## src/hdl/mini_png_stream_parser_defines.svh

```systemverilog
// Assertion macros used by the parser back end.
// Both expect signals named clk and rst_n in the calling scope.
`ifndef MINI_PNG_STREAM_PARSER_DEFINES_SVH
`define MINI_PNG_STREAM_PARSER_DEFINES_SVH
`ifndef SYNTHESIS
`define MPNG_ASSERT(lbl, prop, msg) \
    lbl: assert property (@(posedge clk) disable iff (!rst_n) (prop)) else $error(msg);
`define MPNG_ASSERT_NEXT(lbl, pre, post, msg) \
    lbl: assert property (@(posedge clk) disable iff (!rst_n) (pre) |=> (post)) else $error(msg);
`else
`define MPNG_ASSERT(lbl, prop, msg)
`define MPNG_ASSERT_NEXT(lbl, pre, post, msg)
`endif
`endif

```

## src/hdl/mpng_pkg.sv

```systemverilog
package mpng_pkg;

    // Largest image dimension is 2**DIM_BITS - 1
    localparam int DIM_BITS = 16;
    localparam int OUT_W    = 16;
    // Width for the D length against width*height compare
    localparam int SIZE_W   = (2 * DIM_BITS > 35) ? 2 * DIM_BITS : 35;

    // Command queue between parser and pixel expander
    localparam int QUEUE_DEPTH = 4;
    localparam int QUEUE_AW    = $clog2(QUEUE_DEPTH);

    // File signature, first byte first
    localparam logic [7:0] MAGIC [8] = '{"M", "i", "n", "i", "-", "P", "N", "G"};
    localparam logic [7:0] TAG_H = "H";
    localparam logic [7:0] TAG_C = "C";
    localparam logic [7:0] TAG_D = "D";
    localparam logic [7:0] TYPE_MAX = 8'd3;

    typedef enum logic [3:0] {
        PH_MAGIC,
        PH_HTAG,
        PH_HLEN,
        PH_HW,
        PH_HH,
        PH_HTYPE,
        PH_CTAG,
        PH_CLEN,
        PH_CDATA,
        PH_DTAG,
        PH_DLEN,
        PH_DDATA,
        PH_FINISH,
        PH_IDLE,
        PH_ERR
    } phase_t;

    typedef enum logic [2:0] {
        KIND_PIXEL   = 3'd0,
        KIND_HEADER  = 3'd1,
        KIND_COMMENT = 3'd2,
        KIND_ERROR   = 3'd3,
        KIND_DONE    = 3'd4
    } kind_t;

    typedef enum logic [2:0] {
        ERR_MAGIC = 3'd0,
        ERR_HTAG  = 3'd1,
        ERR_TYPE  = 3'd2,
        ERR_CTAG  = 3'd3,
        ERR_DTAG  = 3'd4,
        ERR_SIZE  = 3'd5,
        ERR_DIM   = 3'd6
    } err_t;

    // Single result word, or one data byte to expand into pixels
    typedef enum logic {
        OP_SINGLE,
        OP_PIXELS
    } op_t;

    typedef struct packed {
        op_t                 op;
        kind_t               kind;
        logic [7:0]          data;
        logic [DIM_BITS-1:0] width;
        logic [DIM_BITS-1:0] height;
        logic [1:0]          ptype;
        err_t                err;
        logic                restart;   // first data byte: counters start at zero
    } cmd_t;

    typedef struct packed {
        kind_t            kind;
        logic             pixel_value;
        logic [OUT_W-1:0] col;
        logic [OUT_W-1:0] row;
        logic [OUT_W-1:0] image_width;
        logic [OUT_W-1:0] image_height;
        logic [1:0]       pixel_type;
        logic [7:0]       comment_byte;
        err_t             error_code;
        logic             last;
    } res_t;

endpackage

```

## src/hdl/mpng_in_if.sv

```systemverilog
// Byte stream into the parser
interface mpng_in_if;
    logic       valid;
    logic       ready;
    logic [7:0] data_byte;
    logic       first;

    modport source (output valid, data_byte, first, input ready);
    modport sink   (input valid, data_byte, first, output ready);
endinterface

```

## src/hdl/mpng_out_if.sv

```systemverilog
// Result words out of the parser
interface mpng_out_if;
    logic        valid;
    logic        ready;
    logic [2:0]  kind;
    logic        pixel_value;
    logic [15:0] col;
    logic [15:0] row;
    logic [15:0] image_width;
    logic [15:0] image_height;
    logic [1:0]  pixel_type;
    logic [7:0]  comment_byte;
    logic [2:0]  error_code;
    logic        last;

    modport source (output valid, kind, pixel_value, col, row, image_width, image_height,
                    pixel_type, comment_byte, error_code, last, input ready);
    modport sink   (input valid, kind, pixel_value, col, row, image_width, image_height,
                    pixel_type, comment_byte, error_code, last, output ready);
endinterface

```

## src/hdl/mini_png_stream_parser.sv

```systemverilog
// Mini-PNG stream parser.
// bytes: one file byte per word (data_byte), with first set on the opening byte of a
// file; first restarts the parse from the signature at any time.
// results: one word per event - pixel, header parsed, comment byte, error, image
// complete - with last set on the final word caused by an input byte.
// The parser front takes one byte a cycle while the queue has room and queues a command
// in a four-entry queue; the back end emits one result word a cycle, while results is
// ready, from a registered output. A byte's command passes the queue and then the output
// register. A data byte yields up to eight pixel words and stays at the queue head until
// they are out, so the pixel expander limits the image data rate.
// The input keeps accepting while the queue has room, so bytes that give no result
// flow on while earlier words are still drained.
// Reset: parse restarts at the signature, queue empty, no word valid. There is no
// clearing pass.
// When results is stalled the output word holds, the expander stops, the queue fills
// and bytes.ready falls once it is full.
module mini_png_stream_parser (
    input  logic       clk,
    input  logic       rst_n,
    mpng_in_if.sink    bytes,
    mpng_out_if.source results
);
    import mpng_pkg::*;

    logic push, q_ready, pop, head_valid;
    cmd_t push_cmd, head_cmd;

    mpng_front u_front (
        .clk     (clk),
        .rst_n   (rst_n),
        .bytes   (bytes),
        .push    (push),
        .cmd     (push_cmd),
        .q_ready (q_ready)
    );

    mpng_queue u_queue (
        .clk        (clk),
        .rst_n      (rst_n),
        .push       (push),
        .push_cmd   (push_cmd),
        .q_ready    (q_ready),
        .pop        (pop),
        .head_valid (head_valid),
        .head_cmd   (head_cmd)
    );

    mpng_back u_back (
        .clk        (clk),
        .rst_n      (rst_n),
        .head_valid (head_valid),
        .head_cmd   (head_cmd),
        .pop        (pop),
        .results    (results)
    );

endmodule

```

## src/hdl/mpng_front.sv

```systemverilog
// Parser front: walks the file structure one byte a cycle while the queue has room and queues commands
module mpng_front (
    input  logic          clk,
    input  logic          rst_n,
    mpng_in_if.sink       bytes,
    output logic          push,
    output mpng_pkg::cmd_t cmd,
    input  logic          q_ready
);
    import mpng_pkg::*;

    phase_t                phase_reg, phase_next;
    logic [31:0]           fc_reg, fc_next;
    logic [31:0]           bl_reg, bl_next;
    logic [DIM_BITS-1:0]   width_reg, width_next;
    logic [DIM_BITS-1:0]   height_reg, height_next;
    logic [1:0]            type_reg, type_next;
    logic [2*DIM_BITS-1:0] area_reg;

    // state as seen by this byte, after a restart if marked first
    phase_t                phase_eff;
    logic [31:0]           fc_eff, bl_eff, fc_inc, shifted;
    logic [DIM_BITS-1:0]   width_eff, height_eff;
    logic [1:0]            type_eff;
    logic                  accept, dim_big, size_bad;

    function automatic cmd_t error_cmd(err_t e);
        cmd_t c;
        c      = '0;
        c.op   = OP_SINGLE;
        c.kind = KIND_ERROR;
        c.err  = e;
        return c;
    endfunction

    function automatic cmd_t done_cmd();
        cmd_t c;
        c      = '0;
        c.op   = OP_SINGLE;
        c.kind = KIND_DONE;
        return c;
    endfunction

    assign bytes.ready = q_ready;
    assign accept      = bytes.valid && q_ready;

    assign phase_eff  = bytes.first ? PH_MAGIC : phase_reg;
    assign fc_eff     = bytes.first ? '0 : fc_reg;
    assign bl_eff     = bytes.first ? '0 : bl_reg;
    assign width_eff  = bytes.first ? '0 : width_reg;
    assign height_eff = bytes.first ? '0 : height_reg;
    assign type_eff   = bytes.first ? '0 : type_reg;

    assign fc_inc   = fc_eff + 32'd1;
    assign shifted  = {bl_eff[23:0], bytes.data_byte};
    assign dim_big  = (shifted >> DIM_BITS) != 32'd0;
    assign size_bad = (SIZE_W'(shifted) << 3) != SIZE_W'(area_reg);

    // parse step
    always_comb
    begin
        phase_next  = phase_eff;
        fc_next     = fc_eff;
        bl_next     = bl_eff;
        width_next  = width_eff;
        height_next = height_eff;
        type_next   = type_eff;
        push        = 1'b0;
        cmd         = '0;
        if (accept)
        begin
            unique case (phase_eff)
                PH_MAGIC:
                begin
                    if (bytes.data_byte != MAGIC[fc_eff[2:0]])
                    begin
                        phase_next = PH_ERR;
                        push       = 1'b1;
                        cmd        = error_cmd(ERR_MAGIC);
                    end
                    else if (fc_eff[2:0] == 3'd7)
                    begin
                        phase_next = PH_HTAG;
                        fc_next    = '0;
                        bl_next    = '0;
                    end
                    else
                    begin
                        fc_next = fc_inc;
                    end
                end
                PH_HTAG, PH_CTAG, PH_DTAG:
                begin
                    priority if (phase_eff == PH_HTAG && bytes.data_byte == TAG_H)
                    begin
                        phase_next = PH_HLEN;
                        fc_next    = '0;
                        bl_next    = '0;
                    end
                    else if (phase_eff == PH_CTAG && bytes.data_byte == TAG_C)
                    begin
                        phase_next = PH_CLEN;
                        fc_next    = '0;
                        bl_next    = '0;
                    end
                    else if (phase_eff == PH_DTAG && bytes.data_byte == TAG_D)
                    begin
                        phase_next = PH_DLEN;
                        fc_next    = '0;
                        bl_next    = '0;
                    end
                    else
                    begin
                        phase_next = PH_ERR;
                        push       = 1'b1;
                        priority if (phase_eff == PH_HTAG)
                            cmd = error_cmd(ERR_HTAG);
                        else if (phase_eff == PH_CTAG)
                            cmd = error_cmd(ERR_CTAG);
                        else
                            cmd = error_cmd(ERR_DTAG);
                    end
                end
                PH_HLEN, PH_HW, PH_HH, PH_CLEN, PH_DLEN:
                begin
                    bl_next = shifted;
                    fc_next = fc_inc;
                    // fourth byte completes the 32-bit field
                    if (fc_eff[1:0] == 2'd3)
                    begin
                        unique case (phase_eff)
                            PH_HLEN:
                            begin
                                phase_next = PH_HW;
                                fc_next    = '0;
                                bl_next    = '0;
                            end
                            PH_HW, PH_HH:
                            begin
                                if (dim_big)
                                begin
                                    phase_next = PH_ERR;
                                    push       = 1'b1;
                                    cmd        = error_cmd(ERR_DIM);
                                end
                                else if (phase_eff == PH_HW)
                                begin
                                    width_next = shifted[DIM_BITS-1:0];
                                    phase_next = PH_HH;
                                    fc_next    = '0;
                                    bl_next    = '0;
                                end
                                else
                                begin
                                    height_next = shifted[DIM_BITS-1:0];
                                    phase_next  = PH_HTYPE;
                                    fc_next     = '0;
                                    bl_next     = '0;
                                end
                            end
                            PH_CLEN:
                            begin
                                fc_next    = '0;
                                phase_next = (shifted == 32'd0) ? PH_DTAG : PH_CDATA;
                            end
                            default:
                            begin
                                // D length
                                fc_next = '0;
                                if (type_eff == 2'd1 && size_bad)
                                begin
                                    phase_next = PH_ERR;
                                    push       = 1'b1;
                                    cmd        = error_cmd(ERR_SIZE);
                                end
                                else if (shifted == 32'd0)
                                begin
                                    phase_next = PH_IDLE;
                                    push       = 1'b1;
                                    cmd        = done_cmd();
                                end
                                else
                                begin
                                    phase_next = PH_DDATA;
                                end
                            end
                        endcase
                    end
                end
                PH_HTYPE:
                begin
                    push = 1'b1;
                    if (bytes.data_byte > TYPE_MAX)
                    begin
                        phase_next = PH_ERR;
                        cmd        = error_cmd(ERR_TYPE);
                    end
                    else
                    begin
                        type_next  = bytes.data_byte[1:0];
                        phase_next = PH_CTAG;
                        cmd.op     = OP_SINGLE;
                        cmd.kind   = KIND_HEADER;
                        cmd.width  = width_eff;
                        cmd.height = height_eff;
                        cmd.ptype  = bytes.data_byte[1:0];
                    end
                end
                PH_CDATA:
                begin
                    push     = 1'b1;
                    cmd.op   = OP_SINGLE;
                    cmd.kind = KIND_COMMENT;
                    cmd.data = bytes.data_byte;
                    fc_next  = fc_inc;
                    if (fc_inc >= bl_eff)
                    begin
                        phase_next = PH_DTAG;
                        fc_next    = '0;
                        bl_next    = '0;
                    end
                end
                PH_DDATA:
                begin
                    push        = 1'b1;
                    cmd.op      = OP_PIXELS;
                    cmd.kind    = KIND_PIXEL;
                    cmd.data    = bytes.data_byte;
                    cmd.width   = width_eff;
                    cmd.height  = height_eff;
                    cmd.restart = (fc_eff == 32'd0);
                    fc_next     = fc_inc;
                    if (fc_inc >= bl_eff)
                        phase_next = PH_FINISH;
                end
                PH_FINISH:
                begin
                    phase_next = PH_IDLE;
                    push       = 1'b1;
                    cmd        = done_cmd();
                end
                default:
                begin
                    // idle or stopped on error: wait for a restart
                end
            endcase
        end
    end

    // parse state
    always_ff @(posedge clk or negedge rst_n)
    begin
        if (!rst_n)
        begin
            phase_reg  <= PH_MAGIC;
            fc_reg     <= '0;
            bl_reg     <= '0;
            width_reg  <= '0;
            height_reg <= '0;
            type_reg   <= '0;
        end
        else if (accept)
        begin
            phase_reg  <= phase_next;
            fc_reg     <= fc_next;
            bl_reg     <= bl_next;
            width_reg  <= width_next;
            height_reg <= height_next;
            type_reg   <= type_next;
        end
    end

    // image area, settled long before the D length arrives
    always_ff @(posedge clk)
    begin
        area_reg <= (2*DIM_BITS)'(width_reg) * (2*DIM_BITS)'(height_reg);
    end

endmodule

```

## src/hdl/mpng_queue.sv

```systemverilog
// Small command queue between parser and pixel expander
module mpng_queue (
    input  logic           clk,
    input  logic           rst_n,
    input  logic           push,
    input  mpng_pkg::cmd_t push_cmd,
    output logic           q_ready,
    input  logic           pop,
    output logic           head_valid,
    output mpng_pkg::cmd_t head_cmd
);
    import mpng_pkg::*;

    cmd_t                slot_reg [QUEUE_DEPTH];
    logic [QUEUE_AW-1:0] wr_ptr_reg, wr_ptr_next;
    logic [QUEUE_AW-1:0] rd_ptr_reg, rd_ptr_next;
    logic [QUEUE_AW:0]   count_reg, count_next;
    logic                do_push, do_pop;

    assign q_ready    = count_reg != (QUEUE_AW+1)'(QUEUE_DEPTH);
    assign head_valid = count_reg != '0;
    assign head_cmd   = slot_reg[rd_ptr_reg];
    assign do_push    = push && q_ready;
    assign do_pop     = pop && head_valid;

    // pointer update, depth is a power of two
    always_comb
    begin
        wr_ptr_next = do_push ? wr_ptr_reg + 1'b1 : wr_ptr_reg;
        rd_ptr_next = do_pop ? rd_ptr_reg + 1'b1 : rd_ptr_reg;
        count_next  = count_reg + (QUEUE_AW+1)'(do_push) - (QUEUE_AW+1)'(do_pop);
    end

    always_ff @(posedge clk or negedge rst_n)
    begin
        if (!rst_n)
        begin
            wr_ptr_reg <= '0;
            rd_ptr_reg <= '0;
            count_reg  <= '0;
        end
        else
        begin
            wr_ptr_reg <= wr_ptr_next;
            rd_ptr_reg <= rd_ptr_next;
            count_reg  <= count_next;
        end
    end

    // entries
    always_ff @(posedge clk)
    begin
        if (do_push)
            slot_reg[wr_ptr_reg] <= push_cmd;
    end

endmodule

```

## src/hdl/mpng_back.sv

```systemverilog
`include "mini_png_stream_parser_defines.svh"

// Back end: turns commands into result words, one word a cycle while results is ready
module mpng_back (
    input  logic           clk,
    input  logic           rst_n,
    input  logic           head_valid,
    input  mpng_pkg::cmd_t head_cmd,
    output logic           pop,
    mpng_out_if.source     results
);
    import mpng_pkg::*;

    logic [2:0]          bit_idx_reg, bit_idx_next;
    logic [DIM_BITS-1:0] col_reg, col_next;
    logic [DIM_BITS-1:0] row_reg, row_next;
    logic                out_valid_reg, out_valid_next;
    res_t                res_reg, res_next;

    logic                out_ld, load, fresh, wrap, stop, in_image;
    logic [DIM_BITS-1:0] cur_col, cur_row;
    logic [DIM_BITS:0]   col_inc, row_inc;

    assign out_ld = !out_valid_reg || results.ready;

    // pixel position for the current bit
    assign fresh    = head_cmd.restart && bit_idx_reg == 3'd0;
    assign cur_col  = fresh ? '0 : col_reg;
    assign cur_row  = fresh ? '0 : row_reg;
    assign in_image = cur_row < head_cmd.height;
    assign col_inc  = {1'b0, cur_col} + 1'b1;
    assign wrap     = col_inc >= {1'b0, head_cmd.width};
    assign row_inc  = {1'b0, cur_row} + (DIM_BITS+1)'(wrap);
    assign stop     = row_inc >= {1'b0, head_cmd.height};

    // command execution
    always_comb
    begin
        bit_idx_next = bit_idx_reg;
        col_next     = col_reg;
        row_next     = row_reg;
        res_next     = res_reg;
        pop          = 1'b0;
        load         = 1'b0;
        if (head_valid && out_ld)
        begin
            unique case (head_cmd.op)
                OP_SINGLE:
                begin
                    load                  = 1'b1;
                    pop                   = 1'b1;
                    res_next              = '0;
                    res_next.kind         = head_cmd.kind;
                    res_next.last         = 1'b1;
                    if (head_cmd.kind == KIND_HEADER)
                    begin
                        res_next.image_width  = OUT_W'(head_cmd.width);
                        res_next.image_height = OUT_W'(head_cmd.height);
                        res_next.pixel_type   = head_cmd.ptype;
                    end
                    if (head_cmd.kind == KIND_COMMENT)
                        res_next.comment_byte = head_cmd.data;
                    if (head_cmd.kind == KIND_ERROR)
                        res_next.error_code = head_cmd.err;
                end
                OP_PIXELS:
                begin
                    if (!in_image)
                    begin
                        // image already full: byte gives nothing
                        pop          = 1'b1;
                        bit_idx_next = '0;
                        col_next     = cur_col;
                        row_next     = cur_row;
                    end
                    else
                    begin
                        load                 = 1'b1;
                        res_next             = '0;
                        res_next.kind        = KIND_PIXEL;
                        res_next.pixel_value = head_cmd.data[3'd7 - bit_idx_reg];
                        res_next.col         = OUT_W'(cur_col);
                        res_next.row         = OUT_W'(cur_row);
                        res_next.last        = (bit_idx_reg == 3'd7) || stop;
                        col_next             = wrap ? '0 : col_inc[DIM_BITS-1:0];
                        row_next             = row_inc[DIM_BITS-1:0];
                        if ((bit_idx_reg == 3'd7) || stop)
                        begin
                            pop          = 1'b1;
                            bit_idx_next = '0;
                        end
                        else
                        begin
                            bit_idx_next = bit_idx_reg + 3'd1;
                        end
                    end
                end
                default:
                begin
                end
            endcase
        end
        out_valid_next = load ? 1'b1 : (out_ld ? 1'b0 : out_valid_reg);
    end

    always_ff @(posedge clk or negedge rst_n)
    begin
        if (!rst_n)
        begin
            bit_idx_reg   <= '0;
            col_reg       <= '0;
            row_reg       <= '0;
            out_valid_reg <= 1'b0;
        end
        else
        begin
            bit_idx_reg   <= bit_idx_next;
            col_reg       <= col_next;
            row_reg       <= row_next;
            out_valid_reg <= out_valid_next;
        end
    end

    // output word
    always_ff @(posedge clk)
    begin
        if (load)
            res_reg <= res_next;
    end

    assign results.valid        = out_valid_reg;
    assign results.kind         = res_reg.kind;
    assign results.pixel_value  = res_reg.pixel_value;
    assign results.col          = res_reg.col;
    assign results.row          = res_reg.row;
    assign results.image_width  = res_reg.image_width;
    assign results.image_height = res_reg.image_height;
    assign results.pixel_type   = res_reg.pixel_type;
    assign results.comment_byte = res_reg.comment_byte;
    assign results.error_code   = res_reg.error_code;
    assign results.last         = res_reg.last;

    // a byte part-way through expansion stays at the head
    `MPNG_ASSERT(a_idx_head, (bit_idx_reg != 3'd0) |-> (head_valid && head_cmd.op == OP_PIXELS), "bit index set without pixel command")
    // a command leaves only when the output slot is free
    `MPNG_ASSERT(a_pop_slot, pop |-> out_ld, "command popped while output stalled")
    // the next command always starts at its first bit
    `MPNG_ASSERT_NEXT(a_idx_clear, pop, bit_idx_reg == 3'd0, "bit index not cleared after pop")
    // non-pixel words close their byte
    `MPNG_ASSERT(a_single_last, (out_valid_reg && res_reg.kind != KIND_PIXEL) |-> res_reg.last, "non-pixel word without last")

endmodule
```

## src/flat_wrapper.sv

```systemverilog
// flat-port wrapper written by rule: the top's interface ports become plain ports
module mini_png_stream_parser_flat import mpng_pkg::*;
  (clk, rst_n, bytes_valid, bytes_data_byte, bytes_first, bytes_ready, results_valid, results_kind, results_pixel_value, results_col, results_row, results_image_width, results_image_height, results_pixel_type, results_comment_byte, results_error_code, results_last, results_ready);
  mpng_in_if bytes_i ();
  mpng_out_if results_i ();
  input  logic clk;
  input  logic rst_n;
  input wire logic [$bits(bytes_i.valid)-1:0] bytes_valid;
  input wire logic [$bits(bytes_i.data_byte)-1:0] bytes_data_byte;
  input wire logic [$bits(bytes_i.first)-1:0] bytes_first;
  output wire logic [$bits(bytes_i.ready)-1:0] bytes_ready;
  output wire logic [$bits(results_i.valid)-1:0] results_valid;
  output wire logic [$bits(results_i.kind)-1:0] results_kind;
  output wire logic [$bits(results_i.pixel_value)-1:0] results_pixel_value;
  output wire logic [$bits(results_i.col)-1:0] results_col;
  output wire logic [$bits(results_i.row)-1:0] results_row;
  output wire logic [$bits(results_i.image_width)-1:0] results_image_width;
  output wire logic [$bits(results_i.image_height)-1:0] results_image_height;
  output wire logic [$bits(results_i.pixel_type)-1:0] results_pixel_type;
  output wire logic [$bits(results_i.comment_byte)-1:0] results_comment_byte;
  output wire logic [$bits(results_i.error_code)-1:0] results_error_code;
  output wire logic [$bits(results_i.last)-1:0] results_last;
  input wire logic [$bits(results_i.ready)-1:0] results_ready;
  assign bytes_i.valid = bytes_valid;
  assign bytes_i.data_byte = bytes_data_byte;
  assign bytes_i.first = bytes_first;
  assign bytes_ready = bytes_i.ready;
  assign results_valid = results_i.valid;
  assign results_kind = results_i.kind;
  assign results_pixel_value = results_i.pixel_value;
  assign results_col = results_i.col;
  assign results_row = results_i.row;
  assign results_image_width = results_i.image_width;
  assign results_image_height = results_i.image_height;
  assign results_pixel_type = results_i.pixel_type;
  assign results_comment_byte = results_i.comment_byte;
  assign results_error_code = results_i.error_code;
  assign results_last = results_i.last;
  assign results_i.ready = results_ready;
  mini_png_stream_parser u_core (.clk(clk), .rst_n(rst_n), .bytes(bytes_i), .results(results_i));
endmodule
```

## config.mk

```make
export PLATFORM = sky130hd
export DESIGN_NAME = mini_png_stream_parser_flat
export DESIGN_NICKNAME = d
export VERILOG_FILES = /design/src/hdl/mpng_pkg.sv /design/src/hdl/mpng_in_if.sv /design/src/hdl/mpng_out_if.sv /design/src/hdl/mini_png_stream_parser.sv /design/src/hdl/mpng_front.sv /design/src/hdl/mpng_queue.sv /design/src/hdl/mpng_back.sv /design/src/flat_wrapper.sv
export VERILOG_INCLUDE_DIRS = /design/src /design/src/hdl
export SDC_FILE = /design/constraint.sdc
export NUM_CORES = 2
export LEC_CHECK = 0
export BUFFER_PORTS_ARGS = -buffer_cell sky130_fd_sc_hd__buf_2
export CAP_MARGIN = 5
export CORE_AREA = 2 2 255 257
export CTS_CLUSTER_SIZE = 12
export DETAILED_ROUTE_END_ITERATION = 10
export DIE_AREA = 0 0 257 259
export MAX_ROUTING_LAYER = met4
export PLACE_DENSITY = 0.66
export SKIP_CTS_REPAIR_TIMING = 1
export SLEW_MARGIN = 40
export SYNTH_ARGS = -nofsm -noshare
export SYNTH_HDL_FRONTEND = slang
export SYNTH_HIERARCHICAL = 1
export SYNTH_SLANG_ARGS = --single-unit
export TNS_END_PERCENT = 1
```

## constraint.sdc

```tcl
create_clock -name clk -period 12.9 [get_ports clk]
set_input_delay 1.29 -clock clk [delete_from_list [all_inputs] [get_ports clk]]
set_output_delay 1.29 -clock clk [all_outputs]
set_load 0.01 [all_outputs]
```

After elaboration in Yosys (flattened, before gate mapping) --
Memory sizes are Yosys's and may differ from the RTL's. Cells that the tools add are included.
Word-level totals: memories 2, bits in latches 0, output and inout port bits 84, ROM bits 64, register bits after elaboration 259, input port bits 13, logic and storage cells 208, memory bits (writable) 200
Memories:
- u_core.u_queue.slot_reg | words 4, width 50, rd ports 1, clocked after Yosys merged registers in 0, wr ports 1, RTL line mpng_queue.sv:14 | cmd_t slot_reg [QUEUE_DEPTH];
- (name not given) | words 8, width 8, rd ports 1, clocked after Yosys merged registers in 0, wr ports 0, RTL line mpng_front.sv:75 | if (bytes.data_byte != MAGIC[fc_eff[2:0]])
Operators by class: bitwise operators 2, $lt $le $gt $ge 7, reduce and logical (&&, ||, !) cells 26, $add $sub $neg 9, multipliers 1, divide/modulo/power cells 0, shift operators 0, multiplexer cells 111, eq/ne operators 26
Operators with widths (count):
- 2-to-1 mux 32 bit | 19
- case mux 32 bit (5 select lines) | 2
- 2-to-1 mux 16 bit | 17
- 2-to-1 mux 48 bit | 5
- case mux 82 bit (2 select lines) | 1
- 2-to-1 mux 49 bit | 3
- case mux 32 bit (4 select lines) | 1
- case mux 49 bit (2 select lines) | 1
- case mux 12 bit (7 select lines) | 1
- 2-to-1 mux 82 bit | 1
- 2-to-1 mux 34 bit | 2
- zero test 32 bit | 2
- case mux 32 bit (2 select lines) | 1
- 2-to-1 mux 50 bit | 1
- 2-to-1 mux 4 bit | 12
- inequality test 35 x 32 -> 1 bit | 1
- >= comparator 17 x 16 -> 1 bit | 2
- adder 32 x 1 -> 32 bit, second input constant | 1
- >= comparator 32 bit | 1
- multiplier 16 x 16 -> 32 bit | 1
- nonzero test 32 bit | 1
- case mux 4 bit (7 select lines) | 1
- == test 8 x 7 -> 1 bit, second input constant | 3
- 2-to-1 mux 8 bit | 3
- other kinds (47) | 99

Logic depth before layout (Yosys ltp) --
word-level depth 14, mapped depth 41, gate-level depth less buffers 36

Cells and area by module --
The synthesis kept the hierarchy.
By module, submodules not included:
- mpng_front | area an instance 17126.4 um^2, sequential area each 3193.1 um^2, instances 1, cells an instance 2006
- mpng_queue | area an instance 7744.9 um^2, sequential area each 6180.9 um^2, instances 1, cells an instance 303
- mpng_back | area an instance 6770.2 um^2, sequential area each 3363.2 um^2, instances 1, cells an instance 617

Worst setup path after synthesis --
No wires, ideal clock.
path type reg2reg, start register u_core.u_queue.rd_ptr_reg[0], end register u_core.u_back.res_reg, in the netlist u_core/u_back/results.col[0] (enable), buffers on the path 4, data arrival time 7194 ps, data required time 12350 ps, stages on the path, launching flop included 15, setup slack 5156 ps, setup time 550 ps, period minus slack after synthesis 7744 ps, cell sequence dfrtp_1 buf_6 buf_12 mux4_2 nand3b_4 clkbuf_1 clkbuf_1 nand2_1 inv_1 ha_1 a21o_1 a21o_1 a211oi_4 nand2_1 a21oi_1
RTL lines:
- start, declared | RTL line mpng_queue.sv:16 | logic [QUEUE_AW-1:0] rd_ptr_reg, rd_ptr_next;
- start signal, assigned | RTL line mpng_queue.sv:45 | rd_ptr_reg <= rd_ptr_next;
- end signal, assigned | RTL line mpng_back.sv:128 | res_reg <= res_next;
- end, declared | RTL line mpng_back.sv:18 | res_t res_reg, res_next;

==> metrics.md <==
| Metric | Value |
|---|---|
| Via count of the first global-routing pass | `about 23000` |
| Final critical path time including I/O delays and setup | `8.97 ns` |
| Synth area leaders | `edfxtp_1 (27%), fa_1 (12%), dfrtp_1 (11%)` |
| Slowest cell delay on critical path | `approximately 0.57 ns` |
| P_leak | `approximately 15 nW` |
| Total met2 wirelength after detailed routing | `39.8 mm` |
| Initial Utilization | `between 40% and 50%` |
| Number of cell instances on the worst register-to-register path | `33` |
| Number of placement rows | `between 90 and 100` |
| Fraction of final layout cells with drive strength greater than 1 | `11.1%` |
| Width of the die | `roughly 260 um` |
| Critical Path End Type | `register` |
| RSZ-0062 raised after global routing | `false` |
| Relative max-transition margin | `41.9%` |
| Count of flip-flops with a built-in enable after synthesis | `approximately 280` |
| Detailed-routing iteration count for the pre-antenna-repair pass | `5` |
| Final net count | `about 3400` |
| Final antenna-violating net count | `0` |
| Top-count cell post-synth | `inv_1` |
| Worst path most repeated cell | `ha_1` |
| H-tree levels | `2` |
| Peak fanout along the critical path | `54` |
| Synth top cells by count | `inv_1 (310), nand2_1 (307), edfxtp_1 (282)` |
| Top sig layer | `met4` |
| Hold Violations, Final | `0` |
| Area of the core region | `around 64000 um^2` |
| Number of antenna violations at the first check in global routing | `2` |
| Largest family of logic cells by synthesized area | `adder cells` |
| Maximum number of pins on one net before global-route repair | `97` |
| Vias per std cell | `approximately 5.8` |
| Worst hold path stage count | `1` |
| Antenna diodes | `0` |
| Buffer levels on the longest clock path | `3` |
| Metal3 WL | `around 4 mm` |
| Worst-path clk slew | `about 0.06 ns` |
| Post-synthesis sequential element count | `approximately 460` |
| Post-route design area | `about 35000 um^2` |
| Predominant post-synthesis flop cell | `edfxtp_1` |
| Post-synthesis cell area | `31600 um^2` |
| Total placed instance area | `between 30000 and 40000 um^2` |
| Clk sink count | `459` |
| Congestion Overflow GR | `0` |
| Slack of the worst reg-to-reg path | `between 3 and 4 ns` |
| Share of the clock period used by the worst path | `around 70%` |
| Number of warnings printed during yosys synthesis | `6` |
| Simple-gate share of the synthesized area | `about 16%` |
| Syn Area/Cell | `roughly 11 um^2` |
| Routed vias | `approximately 23000` |
| WL met1 | `35.2 mm` |
| Synth Area in Compound Gates | `10.9%` |
| Full die area | `between 60000 and 70000 um^2` |
| Share of flip-flops with an asynchronous set or reset | `about a third` |
| Area leader, netlist | `edfxtp_1` |
| Largest register FFs | `200` |
| Synth Area in XOR/XNOR | `under 10%` |
| Half-perimeter wire length after detailed placement | `between 50 and 60 mm` |
| Accumulated negative setup slack | `0 ns` |
| Worst setup path category | `reg2reg` |
| Highest ir drop seen on vdd | `~0.00011 V` |
| Class of the most critical hold timing path | `reg2reg` |
| Sequential-to-total area share from yosys stat | `40.3%` |
| Drt first-iter violations | `~1600` |
| Die outline height | `approximately 260 um` |
| Worst endpoint data arrival time | `between 9 and 10 ns` |
| Final estimated routing congestion in global placement | `between 0.8 and 0.9` |
| Number of I/O pins | `97` |
| Data required time at the worst endpoint | `between 10 and 15 ns` |
| Share of the synthesized area in the top cell type | `26.8%` |
| Cell count after synthesis | `about 2900` |
| Worst slew pin tran | `0.872 ns` |
| Overall routing resource usage | `25.7%` |
| Clock root buffer | `clkbuf_16` |
| Share of synthesized area spent on multiplexers | `around 4%` |
| Post-detailed-route DRC marker count | `0` |
| Max Clock Freq | `~110 MHz` |
| Number of CTS-inserted buffers | `49` |
| Overall routed net length | `81.6 mm` |
| First-pass GRT wire length | `131 mm` |
| Clk Latency, worst-skew pair | `slightly above 0.6 ns` |
| Layout-stage area growth over the synthesis result | `9.14%` |
| Count of unique library cells instantiated by Yosys | `107` |
| Clock tree from TritonCTS | `built` |
| Setup-failing EPs final | `0` |
| Result of the run | `completed` |
| DR WL/cell | `21.2 um` |
| Critical-path cell with the highest stage delay | `buf_4` |
| Pwr per Cell Area | `150 nW/um^2` |
| Adder-Cell Fraction of Synth Area | `about a fifth` |
| Number of nets produced by synthesis | `approximately 3300` |
| Launching element type of the critical path | `register` |
| Max capacitance violation total | `0` |
| Port bufs | `between 90 and 100` |
| Max-slew violation count | `0` |
| Largest clock skew in the final design | `about 0.06 ns` |
-- placed cells by master, fill, tap and decap left out, types with 46 or more instances in the layout --
cell,Yosys,routed
inv_1,310,310
nand2_1,307,306
edfxtp_1,282,282
ha_1,203,203
and2_1,198,198
fa_1,195,195
dfrtp_1,145,142
nor2_1,132,130
buf_2,20,94
o21ai_0,90,90
a21oi_1,83,81
xnor2_1,60,60
a22o_1,59,59
mux4_2,50,50
clkbuf_16,0,49
nand3_1,48,48
a21o_1,46,46
nor4_1,46,46
-- kinds of logic after synthesis --
kind of cell | after synthesis
multiplexers | 57
buffers and inverters | 476
adder cells (fa/ha/maj) | 398
XOR/XNOR | 95
AO/OA/AOI/OAI | 488
flip-flops | 459
AND/OR/NAND/NOR | 953
-- worst max-delay path: cells and delay by family, from the launching register on --
family	cells	cell delay, ns
AOI/OAI and AO/OA	7	1.67
muxes	1	0.45
and+or+nand+nor	10	2.80
DFF	1	0.33
adders and majority gates	8	2.25
xor gates and xnor gates	3	0.52
buffers and inverters	4	0.82
-- final cells by class --
type / count / area [um^2]
repair buffers: 141 / 862
flip-flops and latches: 459 / 12700
fillers: 5500 / 29300
well taps: 855 / 1070
clock inverters: 17 / 330
multi-input cells: 1991 / 17000
clock buffers: 75 / 1350
inverters: 313 / 1170
-- worst paths after layout --
| kind | startpoint | endpoint |
|---|---|---|
| worst max-delay path | u_core/u_queue/rd_ptr_reg[1] | u_core/u_queue/count_reg[2] |
| worst min-delay path | u_core/u_front/type_reg[0] | u_core/u_front/type_reg[0] |
| worst min register to register | u_core/u_front/type_reg[0] | u_core/u_front/type_reg[0] |
| max in group asynchronous | rst_n | u_core/u_back/col_reg[11] |
| min in group asynchronous | rst_n | u_core/u_queue/wr_ptr_reg[1] |
| worst max register to register | u_core/u_queue/rd_ptr_reg[1] | u_core/u_queue/count_reg[2] |
-- where the power goes --
part | leakage, nW | switching (W) | internal [W]
sequential | 4.96 | 0.000193 | 0.00183
clock | 0.804 | 0.000594 | 0.000872
combinational | 9.39 | 0.00108 | 0.000619
total | 15.2 | 0.00187 | 0.00332
-- through the flow --
| step | setup WS (ns) | cells | total power [W] | hold WS (ns) | utilization, % |
|---|---|---|---|---|---|
| finish | 3.93 | 3851 | 0.00519 | 0.503 | 54.1 |
| global placement | 4.00 | 3757 | 0.00371 | 0.458 | 51.3 |
| global route | 3.31 | 3851 | 0.00547 | 0.511 | 54.1 |
| detailed placement | 3.90 | 3758 | 0.00374 | 0.475 | 51.3 |
| CTS | 3.90 | 3850 | 0.00521 | 0.489 | 54.0 |
| floorplan | 5.16 | 2926 | 0.00322 | 0.442 | - |
-- layer usage --
metal / up-vias / GRT usage (%)
li1: 10300 / -
met1: 11400 / 33.5
met2: 701 / 42.3
met3: 162 / 3.00
met4: 0 / 8.11
met5: - / -
Power figures use the tool's default switching activity.
